**src/hw/rtl/dlbfs_pkg.sv**
```systemverilog
// Package for the depth-limited breadth-first reach counter.
// Holds operation codes and the controller/datapath command and status structs.
package dlbfs_pkg;

   // Input operation codes.
   localparam logic OP_ADD_EDGE = 1'b0;
   localparam logic OP_QUERY    = 1'b1;

   localparam int FIELD_W = 8;
   localparam int LEVEL_W = 4;
   localparam int COUNT_W = 8;
   localparam logic [LEVEL_W-1:0] LEVEL_RESET = 4'd3;
   localparam logic [COUNT_W-1:0] COUNT_MAX   = 8'hFF;

   // Commands from the controller to the datapath.
   typedef struct packed {
      logic load_item;    // capture the accepted transaction
      logic write_edge;   // read-modify-write of one adjacency row, first step
      logic commit_edge;  // write the modified row back
      logic clear_step;   // clear one visited bit and advance the sweep index
      logic start_walk;   // mark the start visited and enqueue it
      logic pop;          // read the queue head entry
      logic fetch_row;    // read the adjacency row of the popped user
      logic scan_load;    // latch the row that was read
      logic scan_step;    // examine one neighbour
      logic emit;         // copy the count into the result register
   } dlbfs_cmd_type;

   // Status from the datapath to the controller.
   typedef struct packed {
      logic is_query;
      logic start_valid;
      logic sweep_done;
      logic queue_empty;
      logic scan_done;
   } dlbfs_sts_type;

endpackage

```
**src/hw/rtl/dlbfs_ctrl.sv**
```systemverilog
// Controller state machine of the reach counter.
// Uses dlbfs_pkg for the command and status structs.
module dlbfs_ctrl (
   input  logic                    clock,
   input  logic                    reset,
   input  logic                    req_valid,
   output logic                    req_ready,
   output logic                    rsp_valid,
   input  logic                    rsp_ready,
   output dlbfs_pkg::dlbfs_cmd_type cmd,
   input  dlbfs_pkg::dlbfs_sts_type sts
);

   typedef enum logic [3:0] {
      ST_IDLE, ST_DECODE, ST_EDGE_RD, ST_EDGE_WR, ST_CLEAR, ST_START,
      ST_POP, ST_FETCH, ST_LOAD, ST_SCAN, ST_DONE
   } state_type;

   state_type state_ff;
   state_type state_in;
   logic      rsp_valid_ff;
   logic      rsp_valid_in;

   // A new transaction is taken whenever the walk engine is idle; a waiting
   // result sits in its own register.
   assign req_ready = (state_ff == ST_IDLE);
   assign rsp_valid = rsp_valid_ff;

   // Next state and commands.
   always_comb begin
      state_in     = state_ff;
      rsp_valid_in = rsp_valid_ff && !rsp_ready;
      cmd          = '0;
      case (state_ff)
         ST_IDLE: begin
            if (req_valid && req_ready) begin
               cmd.load_item = 1'b1;
               state_in      = ST_DECODE;
            end
         end
         ST_DECODE: begin
            if (sts.is_query) state_in = ST_CLEAR;
            else begin
               cmd.write_edge = 1'b1;
               state_in       = ST_EDGE_RD;
            end
         end
         ST_EDGE_RD: state_in = ST_EDGE_WR;
         ST_EDGE_WR: begin
            cmd.commit_edge = 1'b1;
            state_in        = ST_IDLE;
         end
         ST_CLEAR: begin
            cmd.clear_step = 1'b1;
            if (sts.sweep_done) state_in = ST_START;
         end
         ST_START: begin
            if (sts.start_valid) begin
               cmd.start_walk = 1'b1;
               state_in       = ST_POP;
            end else state_in = ST_DONE;
         end
         ST_POP: begin
            if (sts.queue_empty) state_in = ST_DONE;
            else begin
               cmd.pop  = 1'b1;
               state_in = ST_FETCH;
            end
         end
         ST_FETCH: begin
            cmd.fetch_row = 1'b1;
            state_in      = ST_LOAD;
         end
         ST_LOAD: begin
            cmd.scan_load = 1'b1;
            state_in      = ST_SCAN;
         end
         ST_SCAN: begin
            cmd.scan_step = 1'b1;
            if (sts.scan_done) state_in = ST_POP;
         end
         ST_DONE: begin
            // Wait until the result register is free or being emptied.
            if (!rsp_valid_ff || rsp_ready) begin
               cmd.emit     = 1'b1;
               rsp_valid_in = 1'b1;
               state_in     = ST_IDLE;
            end
         end
         default: state_in = ST_IDLE;
      endcase
   end

   // State and registered result valid.
   always_ff @(posedge clock) begin
      if (reset) begin
         state_ff     <= ST_IDLE;
         rsp_valid_ff <= 1'b0;
      end else begin
         state_ff     <= state_in;
         rsp_valid_ff <= rsp_valid_in;
      end
   end

endmodule

```
**config.mk**
```make
export PLATFORM = sky130hd
export DESIGN_NAME = dlbfs_ctrl
export DESIGN_NICKNAME = d
export VERILOG_FILES = /design/src/hw/rtl/dlbfs_pkg.sv /design/src/hw/rtl/dlbfs_ctrl.sv
export SDC_FILE = /design/constraint.sdc
export NUM_CORES = 1
export LEC_CHECK = 0
export BUFFER_PORTS_ARGS = -buffer_cell sky130_fd_sc_hd__buf_2
export CAP_MARGIN = 20
export CORE_AREA = 2 2 39 41
export CTS_BUF_LIST = sky130_fd_sc_hd__clkbuf_8
export CTS_CLUSTER_SIZE = 40
export DETAILED_ROUTE_END_ITERATION = 16
export DIE_AREA = 0 0 41 43
export PLACE_DENSITY = 0.63
export RECOVER_POWER = 50
export SYNTH_ARGS = -nofsm -noshare
export SYNTH_HDL_FRONTEND = slang
export SYNTH_SLANG_ARGS = --single-unit
export TNS_END_PERCENT = 10
```
**constraint.sdc**
```tcl
create_clock -name clock -period 1.5 [get_ports clock]
set_input_delay 0 -clock clock [delete_from_list [all_inputs] [get_ports clock]]
set_output_delay 0 -clock clock [all_outputs]
set_load 0.02 [all_outputs]
```
==> results_tabular.tex <==
\begin{tabular}{lr}
\hline
Metric & Value \\
\hline
\multicolumn{2}{l}{\textbf{Status}} \\
\quad Run status & finished clean \\
\multicolumn{2}{l}{\textbf{Layout}} \\
\quad NumNets Final & 98 \\
\quad Area growth from synthesis to layout & 43.7\% \\
\quad Filler cell count in the final layout & 145 \\
\quad Share of final-layout standard cells stronger than drive strength 1 & 0.364 \\
\quad Footprint of the multi-input gates & 323 sq um \\
\quad Non-filler cells in the finished layout & 104 \\
\quad Ant diodes & 0 \\
\quad Sequential standard cell area & 104 sq um \\
\multicolumn{2}{l}{\textbf{STA}} \\
\quad Worst hold slack across all endpoints & 0.0254 ns \\
\quad Tightest slew margin relative to the limit & 0.767 \\
\quad Final sum of negative setup slack & 0 ns \\
\quad Post-route minimum period & 1.42 ns \\
\quad Hold Violations, Final & 0 \\
\quad Final Max Tran Viols & 0 \\
\quad Setup skew after layout & 0.00247 ns \\
\quad Highest attainable clock frequency & 706 MHz \\
\quad Share of the clock period used by the worst path & 0.944 \\
\quad Slew of the pin with the lowest slew margin & 0.349 ns \\
\quad Final setup violation count & 0 \\
\quad Unrepaired setup endpoints after global routing & no \\
\multicolumn{2}{l}{\textbf{Global routing}} \\
\quad Largest net degree at the start of global routing & 11 \\
\quad All-Layer GR Usage & 0.156 \\
\quad Via count of the first global-routing pass & 476 \\
\quad Remaining Overflow, GRT & 0 \\
\quad Wire length of the first global-routing pass & 1930 um \\
\quad Number of antenna violations at the first check in global routing & 0 \\
\multicolumn{2}{l}{\textbf{Synthesis}} \\
\quad Post-synth cell types & 28 \\
\quad Multiplexer area fraction after synthesis & 0 \\
\quad Leading post-synthesis cells by cell area & sky130\_fd\_sc\_hd\_\_dfxtp\_1 (22\%), sky130\_fd\_sc\_hd\_\_a21oi\_1 (7.8\%), sky130\_fd\_sc\_hd\_\_nor2\_1 (5.8\%) \\
\quad Synthesized area & 449 sq um \\
\quad Area share of the leading cell type in the synthesized netlist & 0.223 \\
\quad Synth Area in Adders & 0 \\
\quad Synthesis-stage register bit count & 5 \\
\quad Basic-gate share of the synthesized area counting and, or, nand and nor cells & 0.365 \\
\quad Largest area contributor in the netlist & sky130\_fd\_sc\_hd\_\_dfxtp\_1 \\
\quad Number of warning messages in the yosys log & 0 \\
\quad Per-instance average area after synthesis & 7.13 sq um \\
\quad Share of the synthesized netlist area taken by xor and xnor gates & 0 \\
\quad Combinational family with the most area after synthesis & simple AND/OR/NAND/NOR gates \\
\quad Post-synthesis compound-gate area fraction & 0.306 \\
\quad Sequential share of the synthesized area & 0.223 \\
\quad Total nets after synthesis & 72 \\
\quad Post-synthesis instance total & 63 \\
\multicolumn{2}{l}{\textbf{Die}} \\
\quad Die width & 41 um \\
\quad Die footprint & 1760 sq um \\
\quad Core Rows & 14 \\
\quad Die Height & 43 um \\
\quad Area of the core & 1380 sq um \\
\quad Starting density of the core & 0.325 \\
\quad I/O pin total & 21 \\
\multicolumn{2}{l}{\textbf{Power}} \\
\quad Worst vdd ir & 0.362 mV \\
\quad Leak & 0.283 nW \\
\quad Pwr per Cell Area & 994 nW/um\^{}2 \\
\quad Final Total Pwr & 0.641 mW \\
\multicolumn{2}{l}{\textbf{Routing}} \\
\quad Remaining DRCs & 0 \\
\quad Count of antenna-violating nets left after detailed routing & 0 \\
\quad Drt initial violations & 15 \\
\quad Initial DRT Pass Iterations & 4 \\
\quad Final Routed Wirelength & 1290 um \\
\quad Via-to-Cell Ratio & 5.45 \\
\quad Via total after detailed routing & 567 \\
\quad Wire length per cell & 12.4 um \\
\multicolumn{2}{l}{\textbf{Clock network}} \\
\quad Clock tree from TritonCTS & done \\
\quad Root Buffer Master & sky130\_fd\_sc\_hd\_\_clkbuf\_8 \\
\quad Clock-pin slew on the worst setup and hold paths & 0.04 ns \\
\quad Worst-case clock buffer depth & 2 \\
\quad Number of buffers created by CTS & 3 \\
\quad Number of sinks handled by clock tree synthesis & 5 \\
\quad Post-CTS Hold Fix Bufs & 0 \\
\quad Maximum level of the CTS H-tree & 1 \\
\quad Worst-Skew Late Latency & 0.22 ns \\
\multicolumn{2}{l}{\textbf{Critical path}} \\
\quad Setup Crit Path Kind & register to output pin \\
\quad Critical Path Start & state\_ff[3]\$\_SDFFE\_PP0P\_ \\
\quad Required @ worst endpoint & 1.50 ns \\
\quad CP arrival & 1.42 ns \\
\quad Highest net fanout along the worst path & 8 \\
\quad Type of element capturing the critical path & output pin \\
\quad Startpoint class of the critical path & register \\
\quad Reg-to-reg critical path startpoint & state\_ff[1]\$\_SDFFE\_PP0P\_ \\
\quad R2r endpoint & state\_ff[0]\$\_SDFFE\_PP0P\_ \\
\quad Register-to-Register Path Depth & 4 \\
\quad Reg2Reg Setup Slack & 0.09 ns \\
\multicolumn{2}{l}{\textbf{Min path}} \\
\quad End point of the worst hold path & rsp\_valid\$\_SDFF\_PP0\_ \\
\quad Hold crit path type & primary input to register \\
\quad Launch point of the worst hold path & reset \\
\quad Depth of the worst hold-timing path & 2 \\
\multicolumn{2}{l}{\textbf{Place}} \\
\quad HPWL Detailed & 965 um \\
\quad Cell total after placement & 100 \\
\quad Last weighted congestion value of the routability-driven placer & 0.789 \\
\quad Number of buffers inserted by port buffering & 20 \\
\multicolumn{2}{l}{\textbf{Flow run}} \\
\quad Number of max-cap violations & 0 \\
\hline
\end{tabular}
## critical path: stages, from the launching register on
cell,delay (ns)
sky130_fd_sc_hd__dfxtp_2,0.35
sky130_fd_sc_hd__buf_4,0.16
sky130_fd_sc_hd__buf_4,0.15
sky130_fd_sc_hd__nand2b_4,0.15
sky130_fd_sc_hd__nor4_2,0.19
sky130_fd_sc_hd__buf_2,0.19
## per-layer routing
layer	share of wire	global-route usage	up-vias	wire, um
met2	0.50	0.250	25	641
met5	0	0	-	0
met3	0.067	0.0157	2	86
met4	0.010	0.0600	0	13
li1	-	-	279	-
met1	0.43	0.204	261	550
## power by group
| part | total, mW | internal [mW] | switching (mW) |
|---|---|---|---|
| logic | 0.233 | 0.105 | 0.128 |
| registers | 0.166 | 0.147 | 0.0191 |
| clock network | 0.242 | 0.176 | 0.0668 |
## state kept, by name, indices dropped and copies added, names as in the netlist
| register | cells |
|---|---|
| rsp_valid | 1 |
| state_ff | 4 |
## repair_timing
action	in CTS	in global routing
gates resized for setup	0	6
endpoints found under the setup margin	0	3
buffers inserted	0	0
## Yosys cell counts
master                      count
sky130_fd_sc_hd__nand4bb_1      1
sky130_fd_sc_hd__clkbuf_1       1
sky130_fd_sc_hd__nor3_1         3
sky130_fd_sc_hd__inv_2          1
sky130_fd_sc_hd__o32ai_1        1
sky130_fd_sc_hd__and2_1         1
sky130_fd_sc_hd__nor2b_1        2
sky130_fd_sc_hd__buf_6          1
sky130_fd_sc_hd__nand2_1        2
sky130_fd_sc_hd__nor2_1         7
sky130_fd_sc_hd__buf_2          2
sky130_fd_sc_hd__nor3b_1        1
sky130_fd_sc_hd__and3b_1        1
sky130_fd_sc_hd__o21a_1         2
sky130_fd_sc_hd__a2bb2o_4       1
sky130_fd_sc_hd__buf_4          1
sky130_fd_sc_hd__a21oi_1        7
sky130_fd_sc_hd__o21ai_1        1
sky130_fd_sc_hd__a21o_1         1
sky130_fd_sc_hd__a2111o_1       1
sky130_fd_sc_hd__o21ai_0        4
sky130_fd_sc_hd__o22ai_1        1
sky130_fd_sc_hd__and3_1         3
sky130_fd_sc_hd__a2111oi_0      1
sky130_fd_sc_hd__nor4_1         4
sky130_fd_sc_hd__nand2b_1       4
sky130_fd_sc_hd__inv_1          3
sky130_fd_sc_hd__dfxtp_1        5
## cells by family (layout without fill, tap and decap cells)
| kind of cell | count (synthesis) | count (layout) |
|---|---|---|
| DFF | 5 | 5 |
| and+or+nand+nor | 29 | 29 |
| AOI/OAI and AO/OA | 20 | 20 |
| buffers and inverters | 9 | 34 |
## area by class of cell
class	count	share of cell area
clock inverter	1	0.00581
tap	16	0.0310
timing repair buffer	26	0.215
inverter	4	0.0233
sequential	5	0.161
multi-input combinational	49	0.500
clock buffer	3	0.0640
## worst max-delay path by stage
stage	endpoint	slack (ns)	depth (start not counted)
after detailed placement	state_ff[0]$_SDFFE_PP0P_	0.12	4
final	cmd[5]	0.08	5
after global routing	cmd[5]	0.01	5
after floorplan	cmd[9]	-0.11	4
after CTS	cmd[5]	0.03	5
after global placement	state_ff[0]$_SDFFE_PP0P_	0.12	4
## placed cells by master, fill, tap and decap left out
cell                         n
sky130_fd_sc_hd__nor2_1      7
sky130_fd_sc_hd__clkbuf_1    5
sky130_fd_sc_hd__o22ai_1     1
sky130_fd_sc_hd__nand2_1     2
sky130_fd_sc_hd__nand2b_4    1
sky130_fd_sc_hd__nor3_1      3
sky130_fd_sc_hd__a2bb2o_4    1
sky130_fd_sc_hd__nor4_1      2
sky130_fd_sc_hd__and3_1      3
sky130_fd_sc_hd__a21oi_1     7
sky130_fd_sc_hd__nor3b_1     1
sky130_fd_sc_hd__nand4bb_1   1
sky130_fd_sc_hd__nor4_2      2
sky130_fd_sc_hd__and3b_1     1
sky130_fd_sc_hd__a2111o_1    1
sky130_fd_sc_hd__clkbuf_8    3
sky130_fd_sc_hd__inv_1       4
sky130_fd_sc_hd__nor2b_1     2
sky130_fd_sc_hd__a21o_1      1
sky130_fd_sc_hd__dfxtp_1     2
sky130_fd_sc_hd__a2111oi_1   1
sky130_fd_sc_hd__dfxtp_2     3
sky130_fd_sc_hd__buf_4       6
sky130_fd_sc_hd__and2_1      1
sky130_fd_sc_hd__buf_2      15
sky130_fd_sc_hd__nand2b_1    3
sky130_fd_sc_hd__inv_2       1
sky130_fd_sc_hd__o32ai_1     1
sky130_fd_sc_hd__o21a_1      2
sky130_fd_sc_hd__o21ai_0     4
sky130_fd_sc_hd__o21ai_1     1
## stage by stage
stage               setup slack, ns   util  cell area [sq um]
finish                       0.0835  0.467                646
global route                 0.0106  0.467                646
CTS                          0.0333  0.458                633
detailed placement            0.117  0.425                588
global placement              0.119  0.425                588
floorplan                    -0.109      -                455
Power figures use the tool's default switching activity.
